$ cat config.mk
export PLATFORM = sky130hd
export DESIGN_NAME = pvm_ram
export DESIGN_NICKNAME = d
export VERILOG_FILES = /design/src/hdl/pvm_ram.sv
export SDC_FILE = /design/constraint.sdc
export NUM_CORES = 2
export LEC_CHECK = 0
export BUFFER_PORTS_ARGS = -buffer_cell sky130_fd_sc_hd__buf_4
export CORE_UTILIZATION = 45
export DETAILED_ROUTE_END_ITERATION = 12
export PLACE_DENSITY = 0.59
export SKIP_LAST_GASP = 1
export SLEW_MARGIN = 5
export SYNTH_ARGS = -nofsm -noshare
export SYNTH_HDL_FRONTEND = slang
export SYNTH_SLANG_ARGS = --single-unit
$ cat constraint.sdc
create_clock -name clk -period 4.7 [get_ports clk]
set_clock_uncertainty 0.1 [all_clocks]
set_input_delay 0 -clock clk [delete_from_list [all_inputs] [get_ports clk]]
set_output_delay 0 -clock clk [all_outputs]
set_load 0.01 [all_outputs]
$ cat src/hdl/pvm_ram.sv
// ----------------------------------------------------------------------------
// pvm_ram
// Generic single-write, single-read RAM with registered read data.
// ----------------------------------------------------------------------------
module pvm_ram #(
    parameter int WIDTH = 32,
    parameter int DEPTH = 64
) (
    input  logic                                  clk,
    input  logic                                  we,
    input  logic [(DEPTH > 1 ? $clog2(DEPTH) : 1)-1:0] waddr,
    input  logic [WIDTH-1:0]                      wdata,
    input  logic [(DEPTH > 1 ? $clog2(DEPTH) : 1)-1:0] raddr,
    output logic [WIDTH-1:0]                      rdata
);

    logic [WIDTH-1:0] mem [DEPTH];

    // Write port and registered read port
    always_ff @(posedge clk)
    begin
        if (we)
        begin
            mem[waddr] <= wdata;
        end
        rdata <= mem[raddr];
    end

endmodule

; ---- Yosys cells after proc, flatten, opt, wreduce, memory -nomap -nowiden
; Memories as Yosys holds them, arrays and structs flattened. A register that Yosys moved wholly into a read port is not among the register bits.
; Cells that the tools add are included.
[word_totals]
ramBits = 2048
wordCells = 3
mem_count = 1
reg_bits = 0
[op_classes]
mux = 2
[memory_table]
columns = name, depth, word_bits, read_ports, rd_ports_with_merged_regs, wr, line_no
row1 = mem, 64, 32, 1, 1, 1, 17  ; logic [WIDTH-1:0] mem [DEPTH];
[ops]
columns = cell, n
row1 = $mux 1, 2

; ---- Longest topological paths before layout
[logic_depth]
depth_word = 2
ltp_mapped = 10
ltp_nobuf = 5

; ---- Least setup slack after synthesis
; OpenSTA, ideal clock, no wires.
[synth_path]
kind = input-to-reg
start = in waddr[3] (netlist name)
end = mem mem[48][0] (enable)
t_required_ps = 4139
arrival_time_ps = 2699
path_buffers = 1
cell_stages = 4
setup_ps = 461
slack_ps = 1440
path_cell_list = clkbuf_1 nor2b_1 nand4b_1 nor3_1
[synth_rtl]
columns = element, line_no
row1 = "start, declared", 11  ; input logic [(DEPTH > 1 ? $clog2(DEPTH) : 1)-1:0] waddr,
row2 = "end, declared", 17
; No word-level cell before the write port.

==> flow_metrics.tcl <==
set metrics [dict create \
    postPlaceCellArea_sq_mm 0.08281 \
    initial_core_util_pct 45.52 \
    drive_above_1_share_pct 29.69 \
    syn_area_sq_mm 0.07852 \
    setup_tns_ns 0 \
    finalNetCount 3652 \
    synth_top_family_by_area "multiplexers" \
    avgRoutedWirePerCell_microns 33.75 \
    setup_viol 0 \
    ys_ff_latch 2080 \
    rsz0062_at_grt "false" \
    min_path_type "in -> reg" \
    area_delta_synth_final_pct 14.43 \
    die_x_microns 419.7 \
    r2r_cells 4 \
    synth_warnings 0 \
    fin_ws_ns 1.870 \
    cts_setup_buffers 0 \
    fmax_mhz 353.4 \
    first_global_vias 37361 \
    grt_max_degree 75 \
    cts_sinks 2080 \
    synth_edf_count 2048 \
    synth_top_area_share_pct 78.33 \
    rows 152 \
    synthAdderAreaFrac_pct 0 \
    post-route-period-util_pct 60.20 \
    core_region_area_sq_mm 0.1725 \
    topRoutingLayerUsed "met5" \
    power_density_mw_per_mm2 431.5 \
    numCtsBuffers 205 \
    dr_wl_met2_microns 97630 \
    cp_max_fo 63 \
    async_flop_share_pct 0 \
    ys_seq_area_share_pct 79.14 \
    die_h_microns 419.7 \
    synth_top_area_cell "edfxtp_1" \
    gp_congestion 0.7991 \
    wl_met1_microns 86450 \
    synth_compound_area_share_pct 1.673 \
    boundaryPins 78 \
    status "completed" \
    track_usage_pct 23.72 \
    whs_path_depth 4 \
    hold_viol 0 \
    first_iter_violations 4279 \
    synth_mux_area_share_pct 16.79 \
    cap_violations 0 \
    critPathKind "in -> reg" \
    slowest_stage "o22ai_1" \
    crit_chain "dlygate4sd3_1, buf_8, buf_4, mux4_2, o22ai_1, nor2_1" \
    clkLatencyLatePin_ns 0.84 \
    finalPower_w 0.03876 \
    firstDrtPassIters 6 \
    drc_errors 0 \
    cp-end-kind "register" \
    crit_path_start_kind "input port" \
    wl_microns 205400 \
    htree_levels 4 \
    max-slew-margin-rel_pct 17.68 \
    syn_inst 3324 \
    synth.distinct_cells 34 \
    final_cell_area_sq_mm 0.08984 \
    synth_area_leaders "edfxtp_1 (78%), mux4_2 (16%), mux2i_1 (1.2%)" \
    avgViaCountPerCell 6.090 \
    num_vias 37065 \
    cts.path.max_buffers 3 \
    vdd_drop_max_mv 0.3688 \
    cp.arrival_ns 3.41 \
    clk_pin_slew_worst_paths_ns 0.06 \
    tritoncts "yes" \
    pre_cts_slack_ns 1.150 \
    wl_met3_microns 15480 \
    cts_root_buf "clkbuf_16" \
    die-area_sq_mm 0.1762 \
    yosys.area_share.simple_pct 1.265 \
    p_leak_nw 27.96 \
    min_period_ns 2.830 \
    yosys_most_used_dff "edfxtp_1" \
    dp_hpwl_microns 117400 \
    grt_pass1_wl_microns 289400 \
    overflow 0 \
    antenna_found_initial 5 \
    postSynthAreaPerCell_sq_um 23.62 \
    synth_xor_area_share_pct 0 \
    worst_slew_pin_slew_ns 1.232 \
    io_buffers 77 \
    hold_buffers 43 \
    slew_violations 0 \
    worstPathRequired_ns 5.28 \
    final_antenna_net_count 0 \
    cts_resized 0 \
    antenna_cells 0 \
    synth_nets 3370 \
    cpPeakStageDelay_ns 0.81 \
]
## synth_stat cells (15+ instances only)
library cell	instances
o221ai_1	27
mux4_2	544
buf_4	25
mux2i_1	93
nor2b_1	15
buf_1	21
buf_2	57
a21oi_1	62
o22ai_1	84
nand2_1	26
edfxtp_1	2048
clkbuf_1	74
dfxtp_1	32
nor2_1	137
## per-stage QoR
stage | utilization (%) | hold slack [ns] | cells
2_1_floorplan | - | -0.001131 | 3324
3_3_place_gp | 48.01 | 0.3271 | 5666
3_5_place_dp | 48.01 | 0.3104 | 5666
4_1_cts | 52.09 | 0.03867 | 6086
5_1_grt | 52.09 | 0.08921 | 6086
6_report | 52.09 | 0.1012 | 6086
## worst paths after layout
check,from,endpoint,slack [ns]
setup / recovery,raddr[2],rdata[26]$_DFF_P_,1.87
hold / removal,we,mem[50][7]$_DFFE_PP_,0.10
setup reg to reg,mem[55][26]$_DFFE_PP_,rdata[26]$_DFF_P_,2.11
hold reg to reg,mem[12][17]$_DFFE_PP_,rdata[17]$_DFF_P_,0.66
## routing by layer
layer	GRT usage, %	up-vias
li1	-	14847
met1	34.66	20299
met2	36.96	1641
met3	3.843	274
met4	7.114	4
met5	0	-
## area by class of cell
| type | instances | area, sq um |
|---|---|---|
| fill | 13318 | 82650 |
| clock inverter | 114 | 1042 |
| tap | 2310 | 2890 |
| timing repair buffer | 257 | 2238 |
| sequential | 2080 | 62140 |
| clock buffer | 263 | 5564 |
| multi-input combinational | 1062 | 15970 |
## where the power goes
part | switching, W | internal (W)
registers | 0.000107 | 0.0205
logic | 0.00124 | 0.000736
clock network | 0.00692 | 0.00922
total | 0.00827 | 0.0305
## flip-flops by register name, summed over array words and instances, names as in the netlist
signal,count
mem,2048
rdata,32
## logic make-up after synthesis
| group | Yosys count |
|---|---|
| flip-flops | 2080 |
| AO/OA/AOI/OAI | 202 |
| buffers and inverters | 182 |
| multiplexers | 637 |
| AND/OR/NAND/NOR | 223 |
## worst max-delay path: cells and delay by family
family	cells	cell delay, ns
buffers and inverters	3	1.71
AO/OA/AOI/OAI	1	0.81
multiplexers	1	0.67
AND/OR/NAND/NOR	1	0.10
## placed cells by master (no fill, tap or decap), types with 3 or more instances in the layout
cell type,instances
nand3_1,5
clkbuf_1,42
clkinv_2,43
clkbuf_16,210
a41o_1,4
or3b_2,3
and3_1,4
nand2b_1,7
o221ai_1,27
buf_4,196
a311oi_1,8
nor2_1,75
dlygate4sd3_1,43
nand2_1,25
o22ai_1,84
nor2b_1,15
dfxtp_1,32
o32ai_1,4
clkinv_1,42
or3_1,3
buf_12,14
inv_6,3
clkbuf_8,11
a21oi_1,62
nor2_4,62
a22oi_1,12
buf_8,3
bufinv_16,16
nor3_1,5
clkinv_8,4
mux4_2,544
nand3b_1,5
edfxtp_1,2048
mux2i_1,93
(Power assumes the default switching activity.)
