`config.mk`:
```
export PLATFORM = sky130hd
export DESIGN_NAME = pvm_scaler
export DESIGN_NICKNAME = d
export VERILOG_FILES = /design/src/hdl/pvm_pkg.sv /design/src/hdl/pvm_scaler.sv
export SDC_FILE = /design/constraint.sdc
export NUM_CORES = 2
export LEC_CHECK = 0
export ABC_AREA = 1
export BUFFER_PORTS_ARGS = -buffer_cell sky130_fd_sc_hd__buf_2
export CAP_MARGIN = 20
export CORE_MARGIN = 10
export CORE_UTILIZATION = 25
export DETAILED_ROUTE_END_ITERATION = 16
export GPL_ROUTABILITY_DRIVEN = 0
export GPL_TIMING_DRIVEN = 0
export PLACE_DENSITY = 0.37
export SYNTH_ARGS = -nofsm -noshare
export SYNTH_HDL_FRONTEND = slang
export SYNTH_SLANG_ARGS = --single-unit
```
`constraint.sdc`:
```
create_clock -name clk -period 13.77 [get_ports clk]
set_input_delay 1.377 -clock clk [delete_from_list [all_inputs] [get_ports clk]]
set_output_delay 1.377 -clock clk [all_outputs]
set_load 0.01 [all_outputs]
```
`src/hdl/pvm_pkg.sv`:
```
// ----------------------------------------------------------------------------
// pvm_pkg
// Shared types, codes and constants of the PCM voice mixer.
// ----------------------------------------------------------------------------
package pvm_pkg;

    // Default sizes
    localparam int MAX_VOICES_DEF    = 16;
    localparam int MAX_SOUNDS_DEF    = 64;
    localparam int SAMPLE_FRAMES_DEF = 65536;
    localparam int FRAC_BITS_DEF     = 16;

    // Command codes
    localparam logic [1:0] CMD_LOAD   = 2'd0;
    localparam logic [1:0] CMD_DEFINE = 2'd1;
    localparam logic [1:0] CMD_PLAY   = 2'd2;
    localparam logic [1:0] CMD_TICK   = 2'd3;

    // Status codes
    localparam logic [1:0] STAT_OK      = 2'd0;
    localparam logic [1:0] STAT_UNKNOWN = 2'd1;
    localparam logic [1:0] STAT_FULL    = 2'd2;
    localparam logic [1:0] STAT_RANGE   = 2'd3;

    // Register map (word index)
    localparam logic REG_OUTPUT_RATE = 1'b0;

    // Output rate limits and reset
    localparam logic [17:0] RATE_RESET = 18'd44100;
    localparam logic [17:0] RATE_MIN   = 18'd8000;
    localparam logic [17:0] RATE_MAX   = 18'd192000;

    // Gain scaling: full scale is 255*255, reciprocal is floor(2^32 / 65025)
    localparam logic [15:0] GAIN_FULL  = 16'd65025;
    localparam logic [16:0] GAIN_RECIP = 17'd66051;
    localparam logic [7:0]  PAN_FULL   = 8'd255;

    localparam logic signed [17:0] MIX_MIN = -18'sd32768;
    localparam logic signed [17:0] MIX_MAX = 18'sd32767;

    typedef struct packed {
        logic [1:0]         command;
        logic [5:0]         sound_id;
        logic [15:0]        frame_address;
        logic signed [15:0] left_sample;
        logic signed [15:0] right_sample;
        logic [15:0]        start_frame;
        logic [16:0]        length_frames;
        logic [18:0]        src_rate;
        logic [7:0]         volume;
        logic [7:0]         pan;
    } pvm_item_t;

    typedef struct packed {
        logic signed [15:0] out_left;
        logic signed [15:0] out_right;
        logic [1:0]         status;
        logic [4:0]         active_voices;
    } pvm_result_t;

    // Sound table entry
    typedef struct packed {
        logic [15:0] start;
        logic [16:0] len;
        logic [31:0] step;
    } pvm_sound_t;

    // Step divider request
    typedef struct packed {
        logic        start;
        logic [18:0] rate;
        logic [17:0] orate;
    } pvm_div_req_t;

    // Gain scaler request
    typedef struct packed {
        logic               start;
        logic signed [15:0] left;
        logic signed [15:0] right;
        logic [15:0]        gain_l;
        logic [15:0]        gain_r;
    } pvm_scl_req_t;

endpackage

```
`src/hdl/pvm_scaler.sv`:
```
// ----------------------------------------------------------------------------
// pvm_scaler
// Three-stage gain scaler: trunc(sample * gain / 65025) for both channels,
// division by reciprocal multiply with one correction step.
// ----------------------------------------------------------------------------
module pvm_scaler (
    input  logic                  clk,
    input  logic                  rst_n,
    input  pvm_pkg::pvm_scl_req_t req,
    output logic                  done,
    output logic signed [16:0]    q_left,
    output logic signed [16:0]    q_right
);
    import pvm_pkg::*;

    logic [2:0] vld_reg;

    logic [31:0]        mag1_reg [2];
    logic               neg1_reg [2];
    logic [31:0]        mag2_reg [2];
    logic [16:0]        quo2_reg [2];
    logic               neg2_reg [2];
    logic signed [16:0] q3_reg   [2];

    logic signed [15:0] smp     [2];
    logic [15:0]        gain    [2];
    logic [16:0]        smag    [2];
    logic [31:0]        mag1_nx [2];
    logic [48:0]        prod2   [2];
    logic [32:0]        rem3    [2];
    logic [16:0]        q3u     [2];
    logic signed [16:0] q3_nx   [2];

    assign smp[0]  = req.left;
    assign smp[1]  = req.right;
    assign gain[0] = req.gain_l;
    assign gain[1] = req.gain_r;

    // Per-channel datapath
    always_comb
    begin
        for (int c = 0; c < 2; c++)
        begin
            smag[c]    = smp[c][15] ? 17'(-{smp[c][15], smp[c]}) : 17'({1'b0, smp[c]});
            mag1_nx[c] = 32'(smag[c]) * 32'(gain[c]);
            prod2[c]   = 49'(mag1_reg[c]) * 49'(GAIN_RECIP);
            rem3[c]    = 33'(mag2_reg[c]) - 33'(quo2_reg[c]) * 33'(GAIN_FULL);
            q3u[c]     = (rem3[c] >= 33'(GAIN_FULL)) ? 17'(quo2_reg[c] + 1'b1)
                                                     : quo2_reg[c];
            q3_nx[c]   = neg2_reg[c] ? -signed'(q3u[c]) : signed'(q3u[c]);
        end
    end

    always_ff @(posedge clk or negedge rst_n)
    begin
        if (!rst_n)
        begin
            vld_reg <= '0;
        end
        else
        begin
            vld_reg <= {vld_reg[1:0], req.start};
        end
    end

    always_ff @(posedge clk)
    begin
        for (int c = 0; c < 2; c++)
        begin
            mag1_reg[c] <= mag1_nx[c];
            neg1_reg[c] <= smp[c][15];
            mag2_reg[c] <= mag1_reg[c];
            quo2_reg[c] <= prod2[c][48:32];
            neg2_reg[c] <= neg1_reg[c];
            q3_reg[c]   <= q3_nx[c];
        end
    end

    assign done    = vld_reg[2];
    assign q_left  = q3_reg[0];
    assign q_right = q3_reg[1];

endmodule

```
# Word level (Yosys, flattened, before mapping)
# Memories as Yosys holds them, arrays and structs flattened.
# Cells that the tools add are included.
[totals]
ff_bits = 3
latchBits = 0
ramBits = 200
romBits = 0
inputBits = 67
out_inout_bits = 35
mem_count = 6
[memory_table]
columns = ["name", "depth", "width", "rd", "rd_clocked_by_memory_dff", "write_ports", "line", "source"]
rows = [
  ["mag1_reg", 2, 32, 2, 0, 2, "pvm_scaler.sv:18", "logic [31:0] mag1_reg [2];"],
  ["mag2_reg", 2, 32, 2, 0, 2, "pvm_scaler.sv:20", "logic [31:0] mag2_reg [2];"],
  ["q3_reg", 2, 17, 2, 0, 2, "pvm_scaler.sv:23", "logic signed [16:0] q3_reg [2];"],
  ["quo2_reg", 2, 17, 2, 0, 2, "pvm_scaler.sv:21", "logic [16:0] quo2_reg [2];"],
  ["neg1_reg", 2, 1, 2, 0, 2, "pvm_scaler.sv:19", "logic neg1_reg [2];"],
  ["neg2_reg", 2, 1, 2, 0, 2, "pvm_scaler.sv:22", "logic neg2_reg [2];"],
]
[op_classes]
n_addsub = 8
multipliers = 6
div_mod_pow = 0
magnitude_cmp = 2
n_eq_ne = 0
n_shift = 0
n_mux = 6
bitwise_logic = 0
n_reduce_logical = 0
[ops]
columns = ["cell", "n"]
rows = [
  ["$mux 17", 6],
  ["$mul 32x17->49 const B", 2],
  ["$neg 17->17", 4],
  ["$ge 33x16->1 const B", 2],
  ["$mul 17x16->33 const B", 2],
  ["$sub 32x33->33", 2],
  ["$mul 17x16->32", 2],
  ["$add 17x1->17 const B", 2],
]

# Logic depth before layout (Yosys ltp)
[depth]
ltp_word = 6
mapped_depth = 45

# Worst setup path after synthesis
# No wires, ideal clock.
[synth_timing]
kind = "input to register"
from = "input port req[32] (netlist name)"
to = "memory mag1_reg[1][28], in the netlist mag1_reg[0][60]"
setup_time_ps = 119
arrival_ps = 8210
required_time_ps = 13651
path_slack_ps = 5440
path_stages = 37
path_cell_list = "clkbuf_1 clkbuf_1 inv_1 ha_1 inv_1 nor2_1 inv_1 nor3_1 inv_1 o21ai_0 or2_2 nand2_1 clkbuf_1 nand2_1 fa_1 inv_1 fa_1 inv_1 fa_1 fa_1 inv_1 fa_1 inv_1 fa_1 inv_1 ha_1 a21oi_1 inv_1 a31oi_1 o21ai_0 a21oi_1 inv_1 a21oi_1 o21ai_0 nand3_1 nand3_1 xor2_1"
[synth_rtl]
columns = ["element", "line", "source"]
rows = [
  ["start: declaration", "pvm_scaler.sv:9", "input pvm_pkg::pvm_scl_req_t req,"],
  ["end: declaration", "pvm_scaler.sv:18", ""],
]

==> flow_summary.yaml <==
run_status:
  status: "finished, final reports clean"
yosys:
  synth_common_cells: "1459 x inv_1, 1247 x nand2_1, 842 x ha_1"
  synthArstFlopShare_pct: 1.48
  yosys.area.top_type: "fa_1"
  ys_ff_latch: 203
  synth_area_sq_um: 46100
  yosys.area.top_type_share_pct: 29.5
  synth_most_common_cell: "inv_1"
  yosysSeqAreaShare_pct: 8.85
  ys_types: 64
  synth.top_cells.by_area: "fa_1 29%, ha_1 23%, inv_1 12%, nand2_1 10%, dfxtp_1 8.7%"
  yosys_warnings: 0
  syn_inst: 5852
  dominantRegCellSynth: "dfxtp_1"
  syn_avg_cell_area_sq_um: 7.87
  synth_edf_count: 0
floorplanning:
  die_x_um: 449
  start_util_pct: 25.1
  core_sq_um: 183000
  dieArea_sq_um: 202000
  die_height_um: 449
  pin_count: 102
  rows: 157
clocking:
  numCtsBuffers: 27
  path_clk_slew_ns: 0.06
  cts_max_path_buffers: 3
  htree_levels: 1
  clock_latency_ns: 0.62
  cts_tree: "built"
  cts_root_buf: "clkbuf_16"
  cts_resized: 0
  clkSinkCount: 203
  cts_setup_buffers: 0
  hold_buffers: 0
drt:
  wl_mm: 133
  vias_per_cell: 4.15
  wire_per_inst_um: 15.8
  ant_nets: 0
  first_pass_iters: 5
  route.detailed.drc: 0
  drtIter0Drc: 1456
  vias: 35100
worst_setup_path:
  cp_top_family: "adder cells"
  cp.arrival_ns: 10.17
  crit_path_top_delay_cell: "xor2_1"
  startpoint_type: "input pin"
  critical_path_required_ns: 14.31
  crit_path_frequent_cell: "inv_1"
  r2r_slack_ns: 5.77
  worst-path-buf-inv: 13
  slowest_delay_ns: 0.74
  crit_type: "input pin to flip-flop"
  worstSetupEndpointType: "flip-flop"
  worstPathMaxFanout: 10
min_path:
  hp-class: "flip-flop to flip-flop"
final_layout:
  nFillCells: 20200
  final_area_sq_um: 50600
  nNetsFinal: 7577
  synthToLayoutAreaGrowth_pct: 9.78
  instances_no_fill: 8475
  final_layout_size_suffix_gt1_share_pct: 4.04
global_route:
  gr-total-overflow: 0
  grt_pass1_vias: 37500
  grt_start_max_net_pins: 14
  grt_pass1_wl_mm: 213
  grt_usage_pct: 13.2
  antenna_found_initial: 4
sta:
  hold_violations: 0
  tightestPinTransition_ns: 0.988
  fmax_mhz: 104
  skew_ns: 0.0434
  final.period_utilization_pct: 69.9
  max_slew_margin_pct: 33.9
  fin_tns_setup_ns: 0
  worst_slack_ns: 4.14
  rsz0062_at_grt: "false"
  setup_viol: 0
  slew_violations: 0
  min_period_ns: 9.63
placement:
  place_hpwl_mm: 119
  dpl-instance-area_sq_um: 49700
  dp_cells: 8425
  post-place-ws_ns: 3.42
  port_buffers: 79
run:
  drv_cap: 0
==> final timing paths <==
| check | from | endpoint | depth (start not counted) |
|---|---|---|---|
| setup / recovery | req[32] | mag1_reg[0][60]$_DFF_P_ | 35 |
| hold / removal | neg1_reg[0][1]$_DFF_P_ | neg2_reg[0][1]$_DFF_P_ | 0 |
| setup reg to reg | quo2_reg[0][4]$_DFF_P_ | q3_reg[0][12]$_DFF_P_ | 34 |
| hold reg to reg | neg1_reg[0][1]$_DFF_P_ | neg2_reg[0][1]$_DFF_P_ | 0 |
| max in group asynchronous | rst_n | vld_reg[1]$_DFF_PN0_ | 1 |
| min in group asynchronous | rst_n | vld_reg[0]$_DFF_PN0_ | 1 |
==> cell type report <==
class / instances / area, sq um / share of cell area [%]
Inverter: 1478 / 5550 / 11.0
Buffer: 98 / 404 / 0.799
Sequential cell: 203 / 4080 / 8.06
Timing Repair Buffer: 81 / 413 / 0.816
Clock inverter: 14 / 159 / 0.314
Tap cell: 2464 / 3080 / 6.09
Multi-Input combinational cell: 4101 / 36100 / 71.5
Clock buffer: 35 / 746 / 1.47
Antenna cell: 1 / 2.50 / 0.00495
==> kinds of logic after synthesis <==
kind of cell             count (synthesis)  synth area share [%]
AND/OR/NAND/NOR                       1979                  17.8
flip-flops                             203                  8.85
XOR/XNOR                               153                  2.92
adder cells (fa/ha/maj)               1520                  52.3
buffers and inverters                 1576                  12.9
other                                    2                0.0163
AO/OA/AOI/OAI                          419                  5.12
==> layer usage <==
metal	vias up	global-route usage (%)	share of wire (%)
met5	-	0	0.0075
met4	2	2.19	1.6
met3	88	1.12	2.9
met2	391	20.9	43
met1	16700	19.6	52
li1	18000	-	-
==> metrics by stage <==
stage,util [%],hold slack (ns)
floorplan,-,0.310
detailed placement,27.1,0.312
global placement,27.1,0.314
finish,27.6,0.328
global route,27.6,0.335
CTS,27.6,0.328
==> cell usage in the layout (no fill, tap or decap), types with 32 or more instances in the layout <==
| cell | count |
|---|---|
| a21oi_1 | 198 |
| buf_2 | 81 |
| clkbuf_1 | 91 |
| dfxtp_1 | 200 |
| fa_1 | 678 |
| ha_1 | 842 |
| inv_1 | 1459 |
| nand2_1 | 1247 |
| nand2_2 | 32 |
| nand3_1 | 162 |
| nand4_1 | 48 |
| nor2_1 | 370 |
| o21ai_0 | 102 |
| xnor2_1 | 51 |
| xor2_1 | 101 |
Power is not shown: default switching activity piles up to over one toggle a cycle in this logic, so the estimate is an artifact.
