## src/hdl/pvm_pkg.sv

```systemverilog
// ----------------------------------------------------------------------------
// pvm_pkg
// Shared types, codes and constants of the PCM voice mixer.
// ----------------------------------------------------------------------------
package pvm_pkg;

    // Default sizes
    localparam int MAX_VOICES_DEF    = 16;
    localparam int MAX_SOUNDS_DEF    = 64;
    localparam int SAMPLE_FRAMES_DEF = 65536;
    localparam int FRAC_BITS_DEF     = 16;

    // Command codes
    localparam logic [1:0] CMD_LOAD   = 2'd0;
    localparam logic [1:0] CMD_DEFINE = 2'd1;
    localparam logic [1:0] CMD_PLAY   = 2'd2;
    localparam logic [1:0] CMD_TICK   = 2'd3;

    // Status codes
    localparam logic [1:0] STAT_OK      = 2'd0;
    localparam logic [1:0] STAT_UNKNOWN = 2'd1;
    localparam logic [1:0] STAT_FULL    = 2'd2;
    localparam logic [1:0] STAT_RANGE   = 2'd3;

    // Register map (word index)
    localparam logic REG_OUTPUT_RATE = 1'b0;

    // Output rate limits and reset
    localparam logic [17:0] RATE_RESET = 18'd44100;
    localparam logic [17:0] RATE_MIN   = 18'd8000;
    localparam logic [17:0] RATE_MAX   = 18'd192000;

    // Gain scaling: full scale is 255*255, reciprocal is floor(2^32 / 65025)
    localparam logic [15:0] GAIN_FULL  = 16'd65025;
    localparam logic [16:0] GAIN_RECIP = 17'd66051;
    localparam logic [7:0]  PAN_FULL   = 8'd255;

    localparam logic signed [17:0] MIX_MIN = -18'sd32768;
    localparam logic signed [17:0] MIX_MAX = 18'sd32767;

    typedef struct packed {
        logic [1:0]         command;
        logic [5:0]         sound_id;
        logic [15:0]        frame_address;
        logic signed [15:0] left_sample;
        logic signed [15:0] right_sample;
        logic [15:0]        start_frame;
        logic [16:0]        length_frames;
        logic [18:0]        src_rate;
        logic [7:0]         volume;
        logic [7:0]         pan;
    } pvm_item_t;

    typedef struct packed {
        logic signed [15:0] out_left;
        logic signed [15:0] out_right;
        logic [1:0]         status;
        logic [4:0]         active_voices;
    } pvm_result_t;

    // Sound table entry
    typedef struct packed {
        logic [15:0] start;
        logic [16:0] len;
        logic [31:0] step;
    } pvm_sound_t;

    // Step divider request
    typedef struct packed {
        logic        start;
        logic [18:0] rate;
        logic [17:0] orate;
    } pvm_div_req_t;

    // Gain scaler request
    typedef struct packed {
        logic               start;
        logic signed [15:0] left;
        logic signed [15:0] right;
        logic [15:0]        gain_l;
        logic [15:0]        gain_r;
    } pvm_scl_req_t;

endpackage

```

## src/hdl/pvm_divider.sv

```systemverilog
// ----------------------------------------------------------------------------
// pvm_divider
// Bit-serial restoring divider for the playback step:
// step = floor(sample_rate * 2^FRAC_BITS / clamp(output_rate)).
// ----------------------------------------------------------------------------
module pvm_divider #(
    parameter int FRAC_BITS = pvm_pkg::FRAC_BITS_DEF
) (
    input  logic                 clk,
    input  logic                 rst_n,
    input  pvm_pkg::pvm_div_req_t req,
    output logic                 done,
    output logic [31:0]          step
);
    import pvm_pkg::*;

    localparam int QW = 19 + FRAC_BITS;
    localparam int CW = $clog2(QW + 1);

    logic          busy_reg, busy_next;
    logic          done_reg, done_next;
    logic [CW-1:0] cnt_reg, cnt_next;
    logic [QW-1:0] dvd_reg, dvd_next;
    logic [17:0]   rem_reg, rem_next;
    logic [17:0]   dvs_reg, dvs_next;
    logic [18:0]   trial;
    logic [63:0]   quo_x;

    // One quotient bit per cycle; dividend shifts out as quotient shifts in
    always_comb
    begin
        busy_next = busy_reg;
        done_next = 1'b0;
        cnt_next  = cnt_reg;
        dvd_next  = dvd_reg;
        rem_next  = rem_reg;
        dvs_next  = dvs_reg;
        trial     = {rem_reg, dvd_reg[QW-1]};
        if (req.start)
        begin
            busy_next = 1'b1;
            cnt_next  = CW'(QW);
            dvd_next  = QW'(req.rate) << FRAC_BITS;
            rem_next  = '0;
            if (req.orate < RATE_MIN)
            begin
                dvs_next = RATE_MIN;
            end
            else if (req.orate > RATE_MAX)
            begin
                dvs_next = RATE_MAX;
            end
            else
            begin
                dvs_next = req.orate;
            end
        end
        else if (busy_reg)
        begin
            if (trial >= {1'b0, dvs_reg})
            begin
                rem_next = 18'(trial - {1'b0, dvs_reg});
                dvd_next = {dvd_reg[QW-2:0], 1'b1};
            end
            else
            begin
                rem_next = trial[17:0];
                dvd_next = {dvd_reg[QW-2:0], 1'b0};
            end
            cnt_next = cnt_reg - 1'b1;
            if (cnt_reg == CW'(1))
            begin
                busy_next = 1'b0;
                done_next = 1'b1;
            end
        end
    end

    always_ff @(posedge clk or negedge rst_n)
    begin
        if (!rst_n)
        begin
            busy_reg <= 1'b0;
            done_reg <= 1'b0;
            cnt_reg  <= '0;
        end
        else
        begin
            busy_reg <= busy_next;
            done_reg <= done_next;
            cnt_reg  <= cnt_next;
        end
    end

    always_ff @(posedge clk)
    begin
        dvd_reg <= dvd_next;
        rem_reg <= rem_next;
        dvs_reg <= dvs_next;
    end

    assign quo_x = 64'(dvd_reg);
    assign step  = quo_x[31:0];
    assign done  = done_reg;

endmodule

```

## config.mk

```make
export PLATFORM = sky130hd
export DESIGN_NAME = pvm_divider
export DESIGN_NICKNAME = d
export VERILOG_FILES = /design/src/hdl/pvm_pkg.sv /design/src/hdl/pvm_divider.sv
export SDC_FILE = /design/constraint.sdc
export NUM_CORES = 1
export LEC_CHECK = 0
export ABC_AREA = 1
export CAP_MARGIN = 20
export CORE_UTILIZATION = 69
export CTS_BUF_LIST = sky130_fd_sc_hd__clkbuf_8 sky130_fd_sc_hd__clkbuf_16
export DETAILED_ROUTE_END_ITERATION = 12
export DONT_BUFFER_PORTS = 1
export PLACE_DENSITY = 0.85
export SLEW_MARGIN = 25
export SYNTH_ARGS = -nofsm -noshare
export SYNTH_HDL_FRONTEND = slang
export SYNTH_SLANG_ARGS = --single-unit
export TNS_END_PERCENT = 100
```

## constraint.sdc

```tcl
create_clock -name clk -period 3.17 [get_ports clk]
set_clock_uncertainty 0.2 [all_clocks]
set_input_delay 0.1585 -clock clk [delete_from_list [all_inputs] [get_ports clk]]
set_output_delay 0.1585 -clock clk [all_outputs]
set_load 0.1 [all_outputs]
```

# Word-level counts from Yosys, hierarchy flattened
# Index checks and enable logic that the tools add are counted.
# word_totals
ff_bits	79
latch_bits	0
ram_bits	0
mem_bits_ro	0
in_bits	40
wordCells	29
mem_count	0
# op_classes
n_addsub	2
mul	0
div_mod_pow	0
order_cmp	3
n_eq_ne	1
shifts	0
n_mux	13
n_bitwise	0
n_reduce_logical	2
# ops
operator	n
2-to-1 mux 35 bit	2
2-to-1 mux 18 bit	2
greater-or-equal comparator 19 x 18 -> 1 bit	1
> comparator 18 bit (second input constant)	1
less-than comparator 18 x 13 -> 1 bit (second input constant)	1
subtractor 18 bit	1
2-to-1 mux 6 bit	2
2-to-1 mux 1 bit	7
== test 6 x 1 -> 1 bit (second input constant)	1
subtractor 6 x 1 -> 6 bit (second input constant)	1
nonzero test 2 bit	1
OR reduction 2 bit	1

# Logic depth before layout (Yosys ltp)
# Gate-level depths: netlist of run 1.
# depth
ltp_word	4
ltp_mapped	15
mapped_depth_nobuf	15

# Least setup slack after synthesis of run 1
# Ideal clock, no wire load.
# synth_path
path_kind	register to register
startpoint	reg dvd_reg[34]
endpoint	reg rem_reg[10]
arrival_time_ps	1687
setup_slack_ps	1170
path_stages_with_launch	15
path_cell_list	edfxtp_1 > inv_1 > ha_1 > inv_1 > fa_1 > nand2_1 > nand3_1 > nand3_1 > nand2_1 > nand2_1 > nand3b_1 > nand2_1 > nand2_1 > nand3_1 > nand2_1
# synth_between
elab_chain_cells	2
elab_cells_between_ends	3
classes_between	1 x add/sub; 1 x order compare; 1 x mux
# synth_rtl
element	line	source
from (decl)	pvm_divider.sv:23	logic [QW-1:0] dvd_reg, dvd_next;
from (signal assigned)	pvm_divider.sv:97	dvd_reg <= dvd_next;
subtractor 18 bit / greater-or-equal comparator 19 x 18 -> 1 bit (equally long branches)	pvm_divider.sv:62, pvm_divider.sv:60	
2-to-1 mux 18 bit (*)	pvm_divider.sv:60	if (trial >= {1'b0, dvs_reg})
to (signal assigned)	pvm_divider.sv:98	rem_reg <= rem_next;
to (decl)	pvm_divider.sv:24	logic [17:0] rem_reg, rem_next;
# Every way passes the cells marked *; elsewhere a longest branch is shown, timed or not.
# A chain may end at the register's enable or synchronous reset.

# Worst setup path after layout of run 1
# layout_path
startpoint	reg dvs_reg[15]
endpoint	reg rem_reg[2]
# layout_between
elab_chain_cells	2
# layout_rtl
element	line	source
from (decl)	pvm_divider.sv:25	logic [17:0] dvs_reg, dvs_next;
from (signal assigned)	pvm_divider.sv:99	dvs_reg <= dvs_next;
greater-or-equal comparator 19 x 18 -> 1 bit	pvm_divider.sv:60	
2-to-1 mux 18 bit	pvm_divider.sv:60	
# Every way passes these cells.

==> results of run 1 <==
## cells in the mapped netlist (all sizes together) (2+ instances only)
| master | n |
|---|---|
| a21oi | 15 |
| a22o | 18 |
| buf | 38 |
| clkbuf | 8 |
| dfrtp | 8 |
| dfxtp | 34 |
| edfxtp | 37 |
| ha | 20 |
| inv | 105 |
| nand2 | 191 |
| nand3 | 41 |
| nand3b | 22 |
| nand4 | 3 |
| nor2 | 29 |
| nor3 | 8 |
| nor4 | 2 |
| o21ai | 6 |
| o21bai | 2 |
| o22ai | 15 |
| o311ai | 2 |
| xnor2 | 6 |
| xor2 | 2 |
## power by group through the flow
stage,Sequential (W),Combinational [W],Clock [W]
finish,0.00149,0.00176,0.000720
detailed placement,0.00150,0.00164,0
floorplan,0.00133,0.00153,0
global placement,0.00150,0.00159,0
CTS,0.00148,0.00172,0.000712
global route,0.00151,0.00194,0.000763
## critical path, stage by stage (launching register included)
cell and delay, ps:
edfxtp_1 370, inv_1 100, ha_1 300, nand2_1 120, nor2_1 60, nand2_1 110
inv_1 80, a21oi_2 460, buf_4 280, nand3b_1 100, nand3_1 90, nand2_1 60
## stage by stage
step	hold WS (ps)	cells	instance area (um2)	util	worst slack (ps)
detailed placement	-337	665	4720	0.699	829
floorplan	-337	615	4820	-	1170
finish	25.6	723	5330	0.789	742
CTS	3.48	723	5330	0.789	811
global placement	-337	665	4720	0.699	894
global route	22.6	723	5330	0.789	609
## cell usage in the layout (no fill, tap or decap), types with 7 or more instances in the layout
cell type / count
nand2_1: 183
inv_1: 98
dlygate4sd3_1: 41
nand3_1: 40
edfxtp_1: 37
dfxtp_1: 34
nor2_1: 25
nand3b_1: 21
ha_1: 20
a22o_1: 18
buf_4: 16
o22ai_1: 15
a21oi_1: 12
clkbuf_8: 9
dfrtp_1: 8
nor3_1: 7
inv_2: 7
## final cells by class
class,instances,area (um2)
clock inverters,7,56.3
inverters,106,398
fillers,428,1420
repair buffers,58,551
clock buffers,9,124
well taps,80,100
multi-input cells,384,2110
flip-flops and latches,79,1990
## repair_timing
action,in CTS,in global routing
hold endpoints to repair,88,0
setup buffers,0,0
gates resized for setup,0,0
hold buffers,42,0
## per-layer routing
metal	track usage	vias up	part of all wire
li1	-	1995	-
met1	0.404	1925	0.40
met2	0.578	219	0.50
met3	0.0654	33	0.070
met4	0.121	0	0.029
met5	0	-	0
## worst max path at each step
stage / start / to / slack [ps] / cells past startpoint
final: dvs_reg[15] / rem_reg[2] / 740 / 11
after global routing: dvd_reg[34] / rem_reg[16] / 610 / 15
after CTS: dvs_reg[15] / rem_reg[4] / 810 / 11
after detailed placement: dvs_reg[15] / rem_reg[4] / 830 / 11
after global placement: dvs_reg[15] / rem_reg[5] / 890 / 11
after floorplan: dvd_reg[34] / rem_reg[10] / 1170 / 14
## kinds of logic after synthesis
kind of cell / Yosys count / synth area share
adder cells (fa/ha/maj): 21 / 0.0561
AO/OA/AOI/OAI: 59 / 0.0862
buffers and inverters: 152 / 0.149
XOR/XNOR: 8 / 0.0145
AND/OR/NAND/NOR: 296 / 0.281
flip-flops: 79 / 0.414
==> results by group, run 1 <==
Status
  – Status: finished, final reports clean

Global routing
  – GRT Resource Usage Total: 0.330
  – Pin count of the biggest net entering global routing: 42
  – First-pass GRT wire length: roughly 18 mm
  – Antenna violations before repair: 0
  – Vias in the first global route: just under 4000
  – Grt ovf: 0

Setup path
  – Crit. End Element: flop
  – Critical path arrival: between 2000 and 2500 ps
  – Worst reg-to-reg path cell count: 11
  – Worst r2r src: dvs_reg[15]
  – FF-to-FF setup slack: 740 ps
  – Crit path launch type: flop
  – Critical Path RT: ~3200 ps
  – Kind of critical path: flop to flop
  – Worst-path maximum fanout: 9
  – R2r endpoint: rem_reg[2]

Synthesis
  – Synth unique cells: 37
  – Post-synthesis average cell area: just under 8 um2
  – Post-synth EDFFs: 37
  – Cell area after synthesis: approximately 0.0048 mm2
  – Synth top area cells: edfxtp_1 23%, nand2_1 14%, dfxtp_1 14%
  – Synthesis-stage register bit count: roughly 80
  – Synth Net Count: approximately 680
  – Cell taking the most area after synthesis: edfxtp_1
  – Synth top area share: 0.231
  – Post-Syn Instances: ~620
  – Share of flip-flops with an asynchronous set or reset: 0.101
  – Post-synthesis sequential area ratio: 0.414
  – Synth warn: 0
  – Most used DFF post-synth: edfxtp_1

Timing
  – Final setup viols: 0
  – Final clock period utilization by the worst path: 0.766
  – Setup_tns: 0 ps
  – Final hold violation count: 0
  – Peak Freq: 0.412 GHz
  – Slew @ Worst Pin: 1030 ps
  – Normalized max-slew margin: 0.311
  – Post-layout min period: ~2400 ps
  – Slew Viols, Final: 0
  – RSZ-0062 raised after global routing: no

Hold path
  – Hold Crit Class: primary input to flop
  – Worst hold endpoint: dvs_reg[6]
  – Worst hold stages: 3
  – Hold path startpoint: req[17]

Power and ir drop
  – Peak VDD IR: ~0.43 mV
  – NetSw: between 0.0015 and 0.002 W
  – Clk pwr share: 0.181
  – Final total power: 0.00398 W
  – Int Power: 0.00216 W
  – Leakage power: roughly 2.6 nW
  – PD cells: 746 mW/mm2
  – Sw frac: 0.458
  – Sequential Power Share: 0.376
  – Gate power share: 0.443

Finish
  – Antenna cells: 0
  – Nets@finish: between 600 and 700
  – P&R area growth vs syn: 10.7%
  – Largest register FFs: 35
  – Layout cells sized above 1: 0.0933

Clocking
  – Htree depth: 3
  – CTS Root Cell: clkbuf_8
  – Clk sinks: 79
  – Inserted Clock Buffers: 9
  – CTS clock-pin slew for the worst setup and hold paths: approximately 80 ps
  – CTS tree: built
  – Clk Latency, worst-skew pair: 370 ps
  – CTS Buffer Depth: 2

Die
  – Die area: about 0.0073 mm2
  – Die W: approximately 86 um
  – IO Pins: 73
  – Initial Util: 0.713
  – Core Region: 0.00676 mm2
  – Row count: 30
  – Die H: approximately 86 um

Detailed routing
  – DRC viols: 0
  – Via count: 4172
  – Vias per cell: approximately 5.8
  – Routed WL per cell: 16.5 um
  – Final wirelength: between 10 and 15 mm
  – Initial detailed-routing violation count: about 410
  – DR pass1 iterations: 5
  – Final antenna-violating net count: 0

Placed design
  – Post-detail-place hpwl: about 7.4 mm
  – GP Congestion: slightly above 0.9
  – Number of buffers added on ports: 0

Run
  – Max-cap violations: 0
Note: power is estimated with default switching activity, not from simulation.
==> inputs of run 2 (changes only) <==
CORE_UTILIZATION = 64   (was 69)
PLACE_DENSITY = 0.8   (was 0.85)
clock period = 2.35 ns   (was 3.17 ns; I/O delays follow)
==> results by group, run 2 (synthesis results as in run 1) <==
Status
  – Status: finished with violations
  – Failing checks: negative hold slack

Power and ir drop
  – Leakage power: 2.82 nW (+6.7%)
  – Sw frac: 0.437 (-0.0205)
  – Gate power share: 0.483 (+0.040)
  – Int Power: 0.00310 W (+44%)
  – NetSw: 0.00241 W (+32%)
  – Peak VDD IR: 0.554 mV (+28%)
  – PD cells: 980 mW/mm2 (+31%)
  – Sequential Power Share: 0.330 (-0.046)
  – Clk pwr share: 0.188 (+0.007)

Finish
  – Most frequent cells in the layout: 182 x nand2_1, 99 x inv_1, 44 x dlygate4sd3_1, 42 x buf_4, 40 x nand3_1
  – Design area: 0.00563 mm2 (+5.6%)
  – Layout cells sized above 1: 0.134 (+0.0402)
  – Nets@finish: 730 (+4.4%)
  – P&R area growth vs syn: 16.9%
  – Most common cell after layout, fill and taps aside: nand2_1
  – Antenna cells: 0 (unchanged)
  – Final core utilization: 0.776 (-0.0130)
  – Largest register FFs: 35 (unchanged)

Timing
  – RSZ-0062 raised after global routing: no
  – Peak Freq: 0.450 GHz (+9.4%)
  – Final setup viols: 0 (unchanged)
  – Setup_tns: 0 ps (unchanged)
  – Slew @ Worst Pin: 885 ps (-148 ps)
  – Final hold violation count: 1 (+1)
  – Fin worst setup slack: 130 ps (-612 ps)
  – Post-layout min period: 2220 ps (-208 ps)
  – Worst hold margin: -3.67 ps (-29.2 ps)
  – Slew Viols, Final: 0 (unchanged)
  – Final clock period utilization by the worst path: 0.945 (+0.179)
  – Normalized max-slew margin: 0.410 (+0.0990)

Clocking
  – CTS tree: built
  – Inserted Clock Buffers: 9 (unchanged)
  – CTS clock-pin slew for the worst setup and hold paths: 90 ps (about the same)
  – Clk sinks: 79 (unchanged)
  – CTS Buffer Depth: 2 (unchanged)
  – CTS Root Cell: clkbuf_8
  – Htree depth: 3 (unchanged)
  – Clk Latency, worst-skew pair: 360 ps (about the same)

Detailed routing
  – Via count: 4262 (+2.2%)
  – Vias per cell: 5.51 (-4.5%)
  – DRC viols: 0 (unchanged)
  – DR pass1 iterations: 5 (unchanged)
  – Routed WL per cell: 15.7 um (-5.0%)
  – Final wirelength: 12.1 mm (+1.6%)
  – Initial detailed-routing violation count: 288 (-29%)
  – Final antenna-violating net count: 0 (unchanged)

Global routing
  – Antenna violations before repair: 0 (unchanged)
  – Pin count of the biggest net entering global routing: 43 (+2.4%)
  – GRT Resource Usage Total: 0.307 (-0.0225)
  – Vias in the first global route: 3945 (+1.1%)
  – Grt ovf: 0 (unchanged)
  – First-pass GRT wire length: 18.1 mm (-1.8%)

Setup path
  – Crit. End Element: flop
  – Critical Path RT: 2400 ps (-830 ps)
  – Kind of critical path: flop to flop
  – Critical path arrival: 2270 ps (-210 ps)
  – Worst-path maximum fanout: 4 (-5)
  – Crit path launch type: flop

Die
  – Die W: 88.8 um (+3.7%)
  – Die H: 88.8 um (+3.7%)
  – Row count: 31 (+3.3%)
  – Core Region: 0.00725 mm2 (+7.4%)
  – IO Pins: 73 (unchanged)
  – Die area: 0.00788 mm2 (+7.6%)
  – Initial Util: 0.664 (-0.0488)

Placed design
  – Pre-CTS setup slack: 151 ps (-678 ps)
  – GP Congestion: 0.932 (+0.31%)
  – Number of buffers added on ports: 0 (unchanged)
  – Post-detail-place hpwl: 7.53 mm (+1.5%)
  – Post-DP Area: 0.00493 mm2 (+4.5%)

Hold path
  – Hold Crit Class: primary input to flop

Run
  – Max-cap violations: 0 (unchanged)
## run 2: cell types whose count changed in the layout (fill, tap and decap cells not counted), moves of 2 or more
cell / previous run / this run
nor2_1: 25 / 23
dlygate4sd3_1: 41 / 44
nor2_2: 4 / 6
buf_4: 16 / 42
## run 2: worst paths after layout
path                                  start           to  slack, ps  depth (start not counted)
worst min register to register  rem_reg[12]  rem_reg[12]        270                          2
min in group asynchronous             rst_n   cnt_reg[4]        460                          2
max in group asynchronous             rst_n   cnt_reg[1]       1220                          2
worst max register to register  dvd_reg[34]   rem_reg[6]        130                         12
worst min-delay path                 req[8]  dvs_reg[15]         -4                          5
worst max-delay path            dvd_reg[34]   rem_reg[6]        130                         12
## run 2: final cells by class
cell class                      count  area, um2
Clock buffer                        9        124
Clock inverter                      7       71.3
Fill cell                         463       1620
Inverter                          106        398
Multi-Input combinational cell    384       2120
Sequential cell                    79       1990
Tap cell                           99        124
Timing Repair Buffer               89        800
## run 2: critical path, stage by stage (launching register included)
cell,delay (ps)
edfxtp_1,380
inv_1,100
ha_1,140
inv_1,80
fa_2,360
nand2_1,70
nand3_1,110
nand3_1,100
nand2_1,110
xnor2_1,220
nand2_1,90
nand3_1,90
nand2_1,50
## run 2: what timing repair did
item / in CTS / in global routing
hold buffers: 45 / 1
hold endpoints to repair: 87 / 1
setup endpoints to repair: 0 / 8
buffers inserted: 0 / 2
gates resized for setup: 0 / 7
## run 2: routing by layer
layer,GRT usage,routed length (um)
met2,0.540,6230
met3,0.0588,779
met4,0.135,354
met5,0,0
met1,0.366,4750
## run 2: metrics by stage
step	hold slack, ps	std cells	total power [W]
floorplan	-378	615	0.00386
global placement	-378	709	0.00427
detailed placement	-378	709	0.00432
CTS	5.05	770	0.00543
global route	22.3	773	0.00585
finish	-3.67	773	0.00552
## run 2: power groups by stage
stage                     clock network [W]  registers, W  logic, W
after floorplan                           0       0.00179   0.00207
after global placement                    0       0.00182   0.00245
after detailed placement                  0       0.00183   0.00249
after CTS                           0.00103       0.00180   0.00259
after global routing                0.00108       0.00184   0.00292
final                               0.00104       0.00182   0.00266
